==> src/design/ngc_pkg.sv <==
// Package for the cosine-series Green's function unit.
// Holds the fixed-point constants, table channel codes and shared types.
// No dependencies.
package ngc_pkg;

	localparam int IDX_W   = 10;
	localparam int STEP_W  = 25;
	localparam int PHASE_W = 25;
	localparam int COS_W   = 24;
	localparam int WT_W    = 36;
	localparam int ACC_W   = 40;
	localparam int CFG_IDX_W = 2;

	// Register indexes of the configuration port.
	localparam logic [CFG_IDX_W-1:0] REG_STEP_X = 2'd0;
	localparam logic [CFG_IDX_W-1:0] REG_STEP_Y = 2'd1;

	// Weight numerators, 2/pi^2 and 4/pi^2 in Q0.36.
	localparam logic [WT_W-1:0] WT_EDGE  = 36'd13925477443;
	localparam logic [WT_W-1:0] WT_INNER = 36'd27850954887;

	localparam logic signed [ACC_W-1:0] ACC_MAX = 40'sh7F_FFFF_FFFF;
	localparam logic signed [ACC_W-1:0] ACC_MIN = 40'sh80_0000_0000;

	// Cosine table channels.
	localparam logic [1:0] CH_SRC_X = 2'd0;
	localparam logic [1:0] CH_SRC_Y = 2'd1;
	localparam logic [1:0] CH_FLD_X = 2'd2;
	localparam logic [1:0] CH_FLD_Y = 2'd3;

	// One write into the cosine tables.
	typedef struct packed {
		logic                    we;
		logic [1:0]              ch;
		logic signed [COS_W-1:0] data;
	} tbl_wr_t;

endpackage

==> src/design/ngc_cos_unit.sv <==
// Iterative cosine unit: quarter-wave fold and an even polynomial in Horner form.
// One 31x31 multiplier is reused for the square and every Horner step.
// Depends on ngc_pkg.
module ngc_cos_unit import ngc_pkg::*; (
	input  logic                     clk,
	input  logic                     arst_n,
	input  logic                     start,
	input  logic [PHASE_W-1:0]       phase,
	output logic                     busy,
	output logic                     done,
	output logic signed [COS_W-1:0]  cos_val
);

	localparam logic [30:0] ONE_Q30 = 31'h4000_0000;

	logic [3:0]  cnt_q;
	logic [23:0] u_q;
	logic        neg_q;
	logic [30:0] w_q;
	logic [30:0] a_q;

	logic [1:0]  quad;
	logic [23:0] u_next;
	logic [30:0] op_a, op_b;
	logic [61:0] prod;
	logic [2:0]  coef_idx;
	logic signed [33:0] diff;
	logic [30:0] a_next;
	logic [31:0] rnd;

	function automatic logic [30:0] coef_at(input logic [2:0] k);
		logic [30:0] c;
		case (k)
			3'd0:    c = 31'd1073741824;
			3'd1:    c = 31'd1324675879;
			3'd2:    c = 31'd272375560;
			3'd3:    c = 31'd22401992;
			3'd4:    c = 31'd987048;
			3'd5:    c = 31'd27060;
			default: c = 31'd506;
		endcase
		return c;
	endfunction

	always_comb begin
		quad   = phase[24:23];
		u_next = quad[0] ? (24'h80_0000 - {1'b0, phase[22:0]}) : {1'b0, phase[22:0]};
		op_a   = (cnt_q == 4'd1) ? {7'd0, u_q} : a_q;
		op_b   = (cnt_q == 4'd1) ? {7'd0, u_q} : w_q;
		prod   = op_a * op_b;
		coef_idx = 3'(4'd7 - cnt_q);
		diff   = $signed({3'b000, coef_at(coef_idx)}) - $signed({2'b00, prod[61:30]});
		if (diff < 0) begin
			a_next = '0;
		end else if (diff > $signed({3'b000, ONE_Q30})) begin
			a_next = ONE_Q30;
		end else begin
			a_next = diff[30:0];
		end
		rnd = ({1'b0, a_q} + 32'd128) >> 8;
	end

	assign busy    = (cnt_q != 4'd0);
	assign done    = (cnt_q == 4'd8);
	assign cos_val = neg_q ? -$signed(rnd[COS_W-1:0]) : $signed(rnd[COS_W-1:0]);

	always_ff @(posedge clk or negedge arst_n) begin
		if (!arst_n) begin
			cnt_q <= 4'd0;
		end else if (cnt_q == 4'd0) begin
			if (start) begin
				cnt_q <= 4'd1;
			end
		end else if (cnt_q == 4'd8) begin
			cnt_q <= 4'd0;
		end else begin
			cnt_q <= cnt_q + 4'd1;
		end
	end

	always_ff @(posedge clk) begin
		if (cnt_q == 4'd0 && start) begin
			u_q   <= u_next;
			neg_q <= (quad == 2'd1) || (quad == 2'd2);
		end else if (cnt_q == 4'd1) begin
			w_q <= prod[46:16];
			a_q <= coef_at(3'd6);
		end else if (cnt_q != 4'd0 && cnt_q != 4'd8) begin
			a_q <= a_next;
		end
	end

endmodule

==> config.mk <==
export PLATFORM = sky130hd
export DESIGN_NAME = ngc_cos_unit
export DESIGN_NICKNAME = d
export VERILOG_FILES = /design/src/design/ngc_pkg.sv /design/src/design/ngc_cos_unit.sv
export SDC_FILE = /design/constraint.sdc
export NUM_CORES = 2
export LEC_CHECK = 0
export BUFFER_PORTS_ARGS = -buffer_cell sky130_fd_sc_hd__clkbuf_2
export CAP_MARGIN = 0
export CORE_ASPECT_RATIO = 0.5
export CORE_MARGIN = 2
export CORE_UTILIZATION = 50
export DETAILED_ROUTE_END_ITERATION = 8
export HOLD_SLACK_MARGIN = 0.1
export PLACE_DENSITY = 0.73
export SETUP_SLACK_MARGIN = 0.3
export SLEW_MARGIN = 10
export SYNTH_ARGS = -nofsm -noshare
export SYNTH_HDL_FRONTEND = slang
export SYNTH_SLANG_ARGS = --single-unit
==> constraint.sdc <==
create_clock -name clk -period 16.3 [get_ports clk]
set_input_delay 0.815 -clock clk [delete_from_list [all_inputs] [get_ports clk]]
set_output_delay 0.815 -clock clk [all_outputs]
set_load 0.02 [all_outputs]
# After elaboration in Yosys (flattened, before gate mapping)
# Index checks and enable logic that the tools add are counted.
[totals] reg_bits=91 latch_bits=0 mem_bits_rw=0 mem_bits_ro=0 inputBits=28 out_inout_bits=26 word_cells=47 memories=0
[classes] addsub=6 n_mul=1 n_div=0 n_lt_le_gt_ge=2 eq_ne=11 shift=0 mux=11 bitwise_logic=1 n_reduce_logical=9
[op_table] cell="case mux 31 bit (6 select lines)" count=1
[op_table] cell="2-to-1 mux 31 bit" count=5
[op_table] cell="multiplier 31 x 31 -> 62 bit" count=1
[op_table] cell="greater-than comparator 33 x 32 -> 1 bit, second input constant" count=1
[op_table] cell="less-than comparator 33 x 1 -> 1 bit, second input constant" count=1
[op_table] cell="subtractor 31 x 32 -> 33 bit" count=1
[op_table] cell="adder 31 x 8 -> 32 bit, second input constant" count=1
[op_table] cell="2-to-1 mux 24 bit" count=1
[op_table] cell="negator 24 bit" count=1
[op_table] cell="subtractor 24 x 23 -> 24 bit, first input constant" count=1
[op_table] cell="2-to-1 mux 23 bit" count=1
[op_table] cell="2-to-1 mux 4 bit" count=3
[op_table] cell="equality test 3 x 2 -> 1 bit, second input constant" count=2
[op_table] cell="equality test 3 bit, second input constant" count=2
[op_table] cell="adder 4 x 1 -> 4 bit, second input constant" count=1
[op_table] cell="equality test 4 x 1 -> 1 bit, second input constant" count=1
[op_table] cell="equality test 4 bit, second input constant" count=1
[op_table] cell="zero test 4 bit" count=1
[op_table] cell="!= test 4 bit, second input constant" count=1
[op_table] cell="AND reduction 2 bit" count=2
[op_table] cell="nonzero test 4 bit" count=1
[op_table] cell="equality test 3 x 1 -> 1 bit, second input constant" count=1
[op_table] cell="zero test 3 bit" count=1
[op_table] cell="subtractor 3 bit, first input constant" count=1
[op_table] cell="7 further kinds" count=8

# Depth between registers and ports, before layout
[logic_depth] word_depth=8 depth_mapped=51 depth_no_buf=46

# Worst setup path before layout
# OpenSTA, ideal clock, no wires.
[synth_path] path_type="reg2reg" startpoint="register cnt_q[1]" endpoint="register a_q[6] (data pin)" setup_ns=0.165 arrival_ns=11.622 t_required_ns=16.135 setup_slack_ns=4.513 path_stages_with_launch=48 path_buffers=5 synth_period_minus_slack_ns=11.787 path_cell_list="dfrtp_1 > inv_1 > ha_1 > or3b_1 > buf_4 > clkbuf_1 > clkbuf_1 > a21oi_1 > clkbuf_1 > nor2_1 > fa_1 > fa_1 > fa_1 > inv_1 > fa_1 > inv_1 > fa_1 > inv_1 > [12 not listed] > o311ai_4 > a41oi_1 > xnor2_1 > ha_1 > inv_1 > fa_1 > a211oi_1 > o21ai_1 > a31oi_1 > a21oi_1 > and4_4 > nor2_1 > xor2_1 > nand3_1 > nor4_1 > a31oi_4 > buf_6 > o31ai_2"
[synth_between] elab_chain_len=8 elab_cells_between_ends=18 classes_between="add/sub: 2; mul: 1; order compare: 2; eq/ne: 6; mux: 6; reduce/logical: 1"
[synth_lines] element="start: declaration" line_no="ngc_cos_unit.sv:16" source="logic [3:0] cnt_q;"
[synth_lines] element="start signal: assignment" line_no="ngc_cos_unit.sv:77" source="cnt_q <= cnt_q + 4'd1;"
[synth_lines] element="equality test 4 x 1 -> 1 bit *" line_no="ngc_cos_unit.sv:48, ngc_cos_unit.sv:49"
[synth_lines] element="2-to-1 mux 31 bit, on equally long branches" line_no="ngc_cos_unit.sv:48, ngc_cos_unit.sv:49"
[synth_lines] element="multiplier 31 x 31 -> 62 bit *" line_no="ngc_cos_unit.sv:50" source="prod = op_a * op_b;"
[synth_lines] element="named net prod[30]" line_no="ngc_cos_unit.sv:25" source="logic [61:0] prod;"
[synth_lines] element="subtractor 31 x 32 -> 33 bit *" line_no="ngc_cos_unit.sv:52" source="diff = $signed({3'b000, coef_at(coef_idx)}) - $signed({2'b00, prod[61:30]});"
[synth_lines] element="greater-than comparator 33 x 32 -> 1 bit" line_no="ngc_cos_unit.sv:55" source="end else if (diff > $signed({3'b000, ONE_Q30})) begin"
[synth_lines] element="2-to-1 mux 31 bit" line_no="ngc_cos_unit.sv:55"
[synth_lines] element="2-to-1 mux 31 bit *" line_no="ngc_cos_unit.sv:53" source="if (diff < 0) begin"
[synth_lines] element="2-to-1 mux 31 bit *" line_no="ngc_cos_unit.sv:88" source="end else if (cnt_q != 4'd0 && cnt_q != 4'd8) begin"
[synth_lines] element="end signal: assignment" line_no="ngc_cos_unit.sv:87" source="a_q <= coef_at(3'd6);"
[synth_lines] element="end signal: assignment" line_no="ngc_cos_unit.sv:89" source="a_q <= a_next;"
[synth_lines] element="end: declaration" line_no="ngc_cos_unit.sv:20" source="logic [30:0] a_q;"
# The timed path passes the listed nets; every way through them passes the cells marked *. The select of a mux whose other input is x is not followed.
# A chain may end at the register's enable or synchronous reset.

# Final worst setup path
[layout_path] startpoint="register cnt_q[1]" endpoint="register a_q[1] (data pin)"
[layout_between] elab_chain_len=8 elab_cells_between_ends=18 classes_between="add/sub: 2; mul: 1; order compare: 2; eq/ne: 6; mux: 6; reduce/logical: 1"
[layout_lines] element="equality test 4 x 1 -> 1 bit or subtractor 3 bit (tied branches)"
[layout_lines] element="2-to-1 mux 31 bit (tied with other cells)" line_no="ngc_cos_unit.sv:48" source="op_a = (cnt_q == 4'd1) ? {7'd0, u_q} : a_q;"
[layout_lines] element="multiplier 31 x 31 -> 62 bit or case mux 31 bit (6 select lines) (tied branches)" line_no="ngc_cos_unit.sv:50, ngc_cos_unit.sv:33"
[layout_lines] element="subtractor 31 x 32 -> 33 bit" line_no="ngc_cos_unit.sv:52"
[layout_lines] element="greater-than comparator 33 x 32 -> 1 bit" line_no="ngc_cos_unit.sv:55"
[layout_lines] element="2-to-1 mux 31 bit" line_no="ngc_cos_unit.sv:55"
[layout_lines] element="2-to-1 mux 31 bit" line_no="ngc_cos_unit.sv:53"
[layout_lines] element="2-to-1 mux 31 bit" line_no="ngc_cos_unit.sv:88"
# Several ways; a longest one is shown, not always the timed one. The select of a mux whose other input is x is not followed.

==> impl_results.rst <==
.. list-table::
   :header-rows: 1

   * - Metric
     - Value
   * - Run status
     - finished, final reports clean
   * - Starting density of the core
     - between 50% and 60%
   * - Final routed DRC violation total
     - 0
   * - Gate count of the mapped netlist
     - between 4000 and 5000
   * - Total iterations of the first detailed-routing run
     - 6
   * - Maximum cell stage delay along the critical path
     - just over 0.9 ns
   * - Shortest period the worst path allows
     - roughly 14 ns
   * - Most common cell after layout, fill and taps aside
     - sky130_fd_sc_hd__inv_1
   * - Die boundary width
     - about 400 um
   * - Unrepaired setup endpoints after global routing
     - no
   * - Number of synthesis warnings
     - 0
   * - Number of global-route vias before repair
     - around 31000
   * - # nets final
     - 5339
   * - Final Max Slew Viols
     - 0
   * - # hold bufs at CTS
     - 0
   * - Clock slew seen by the registers of the worst setup and hold paths
     - approximately 0.070 ns
   * - Critical path endpoint category
     - flip-flop
   * - Leading cell types in the layout, fill and taps excluded
     - 844 x sky130_fd_sc_hd__inv_1, 837 x sky130_fd_sc_hd__fa_1, 615 x sky130_fd_sc_hd__nand2_1
   * - Actual transition at the worst max-transition pin
     - 1.172 ns
   * - Total placed instance area
     - 38810 sq um
   * - Buffer depth of the longest clock path
     - 2
   * - Number of vias after detailed routing
     - between 30000 and 40000
   * - Number of synthesized flops with an enable pin
     - 87
   * - Hold Violations, Final
     - 0
   * - Clock sinks
     - 91
   * - Die Ht
     - 198.0 um
   * - Detail-routed net length per standard cell
     - about 23 um
   * - Dominant synthesized flop cell
     - sky130_fd_sc_hd__edfxtp_1
   * - Number of antenna violations at the first check in global routing
     - 6
   * - Relative slew margins
     - between 20% and 30%
   * - Capture instance of the worst register-to-register path
     - a_q[1]$_SDFFCE_PP1P_
   * - Data arrival time of the critical path
     - ~14 ns
   * - Number of buffers added by the clock tree synthesis step
     - 9
   * - Final clock skew
     - about 0.025 ns
   * - # H-tree levels
     - 3
   * - Number of flip-flops and latches in the synthesized netlist
     - slightly above 90
   * - Most frequent cell on the critical path
     - sky130_fd_sc_hd__fa_1
   * - Number of buffer cells added on primary ports
     - 53
   * - Quantity of gates resized following cts
     - 0
   * - Post-detailed-route count of antenna-violating nets
     - 0
   * - Cell Rows
     - 71
   * - Final setup viols
     - 0
   * - Fin area
     - slightly below 40000 sq um
   * - Overall routing resource usage
     - between 30% and 40%
   * - Area overhead of the layout relative to synthesis
     - 3.831%
   * - DP HPWL
     - 98.16 mm
   * - Class of the worst hold path
     - in2async
   * - Number of diodes
     - 0
   * - Fmax
     - approximately 0.073 GHz
   * - Maximum number of pins on one net before global-route repair
     - 159
   * - Startpoint type of the worst setup path
     - flip-flop
   * - Post-synthesis instance area
     - around 38000 sq um
   * - Portion of the post-synthesis area used by sequential elements
     - under 10%
   * - Setup_tns
     - 0 ns
   * - Number of fill cells in the layout
     - just under 7000
   * - Clock tree from TritonCTS
     - built
   * - Total Wirelength
     - between 100 and 150 mm
   * - Yosys cell types
     - 88
   * - Count of buffers added by post-CTS timing repair for setup
     - 0
   * - Syn Nets
     - between 5000 and 6000
   * - Layout cell share with drive strength beyond 1
     - 4.779%
   * - Number of ports placed on the die boundary
     - between 50 and 60
   * - Weighted congestion reported at the end of routability-driven placement
     - 0.9999
   * - Post-route clock period utilization
     - a little over four fifths
   * - Die area
     - 77650 sq um
   * - Critical-path maximum fanout
     - ~160
   * - Wire length of the first global-routing pass
     - 184.5 mm
   * - Reg-to-reg critical path startpoint
     - cnt_q[1]$_DFFE_PN0P_
   * - Fraction of synthesis flops using an asynchronous set or reset pin
     - ~4.4%
   * - Type of the worst setup path
     - reg2reg
   * - Worst path slowest cell
     - sky130_fd_sc_hd__a21oi_1
   * - Post-detailed-route via-to-cell ratio
     - around 5.8
   * - Reg2reg setup slack
     - roughly 2.6 ns
   * - Length in cells of the worst reg-to-reg path
     - between 40 and 50
   * - Overall overflow remaining after global route
     - 0
   * - Synthesized area per cell
     - ~8.8 sq um
   * - Cell at the root of the clock tree
     - sky130_fd_sc_hd__clkbuf_16
   * - Worst-Skew Late Latency
     - roughly 0.41 ns
   * - Starting DRT DRC Count
     - 3117
   * - Max Cap Violations
     - 0
   * - Standard cell core area
     - about 75000 sq um
   * - CP required
     - ~16 ns
-- layout make-up --
cell class	count	area, sq um	share of cell area, %
tap	1022	1279	3.271
timing repair buffer	113	728.2	1.863
sequential	91	2713	6.938
multi-input combinational	3121	30930	79.11
inverter	844	3168	8.103
clock inverter	7	55.05	0.1408
clock buffer	9	225.2	0.5761
-- worst max-delay path by stage --
| stage | start | to | slack (ns) | cells after the start |
|---|---|---|---|---|
| final | cnt_q[1]$_DFFE_PN0P_ | a_q[1]$_SDFFCE_PP1P_ | 2.61 | 41 |
| after CTS | cnt_q[1]$_DFFE_PN0P_ | a_q[1]$_SDFFCE_PP1P_ | 2.84 | 41 |
| after detailed placement | cnt_q[1]$_DFFE_PN0P_ | a_q[1]$_SDFFCE_PP1P_ | 2.86 | 41 |
| after floorplan | cnt_q[1]$_DFFE_PN0P_ | a_q[6]$_SDFFCE_PP1P_ | 4.51 | 47 |
| after global routing | cnt_q[1]$_DFFE_PN0P_ | a_q[1]$_SDFFCE_PP1P_ | 1.96 | 41 |
| after global placement | cnt_q[1]$_DFFE_PN0P_ | a_q[5]$_SDFFCE_PP1P_ | 3.20 | 41 |
-- per-stage QoR --
| step | instances | setup slack (ns) | hold slack (ns) | util, % |
|---|---|---|---|---|
| CTS | 5207 | 2.838 | 0.2321 | 52.20 |
| finish | 5207 | 2.611 | 0.2438 | 52.20 |
| detailed placement | 5191 | 2.856 | 0.6516 | 51.83 |
| global placement | 5191 | 3.205 | 0.6348 | 51.83 |
| floorplan | 4281 | 4.513 | 0.5194 | - |
| global route | 5207 | 1.960 | 0.2388 | 52.20 |
-- layer usage --
layer  global-route usage (%)  vias up  wire [um]
met2                    49.79     1644      53530
li1                         -    12900          -
met5                        0        -         16
met1                    41.39    15390      44590
met3                    6.721      393      12820
met4                    18.29        2       8184
-- state kept, by name (all words and copies together) (netlist names) --
name   flops
a_q       31
cnt_q      4
neg_q      1
u_q       24
w_q       31
-- synthesized netlist by cell type, drive strengths merged, types with 5 or more instances --
library cell,number,share of area [%]
a211oi,12,0.24
a21o,51,1.0
a21oi,130,1.7
a31oi,20,0.43
and2,52,0.86
and3,177,2.9
buf,20,0.32
clkbuf,205,2.1
edfxtp,87,6.9
fa,837,45
ha,294,9.8
inv,844,8.4
nand2,615,6.1
nand2b,21,0.37
nand3,38,0.56
nand3b,5,0.10
nand4,21,0.35
nor2,415,4.1
nor2b,17,0.28
nor3,41,0.78
nor4,12,0.24
o21a,6,0.12
o21ai,79,1.1
o21bai,11,0.22
o31ai,22,0.47
o41ai,5,0.12
or2,13,0.22
or3,13,0.23
or4,6,0.12
xnor2,99,2.3
xor2,51,1.2
-- worst max-delay path, delay by kind of cell (launching register included) --
| family | cells | cell delay (ns) |
|---|---|---|
| AO/OA/AOI/OAI | 14 | 4.67 |
| XOR/XNOR | 1 | 0.17 |
| adder cells (fa/ha/maj) | 11 | 5.26 |
| buffers and inverters | 6 | 0.67 |
| flip-flops | 1 | 0.44 |
| AND/OR/NAND/NOR | 9 | 2.09 |
-- logic make-up after synthesis --
group | count (synthesis) | share of synthesized area [%]
compound gates | 379 | 6.503
xor+xnor | 150 | 3.489
fa+ha+maj | 1131 | 54.27
buf+inv | 1069 | 10.79
flops | 91 | 7.204
mux | 3 | 0.09304
simple gates | 1458 | 17.65
Power is not shown: default switching activity piles up to over one toggle a cycle in this logic, so the estimate is an artifact.
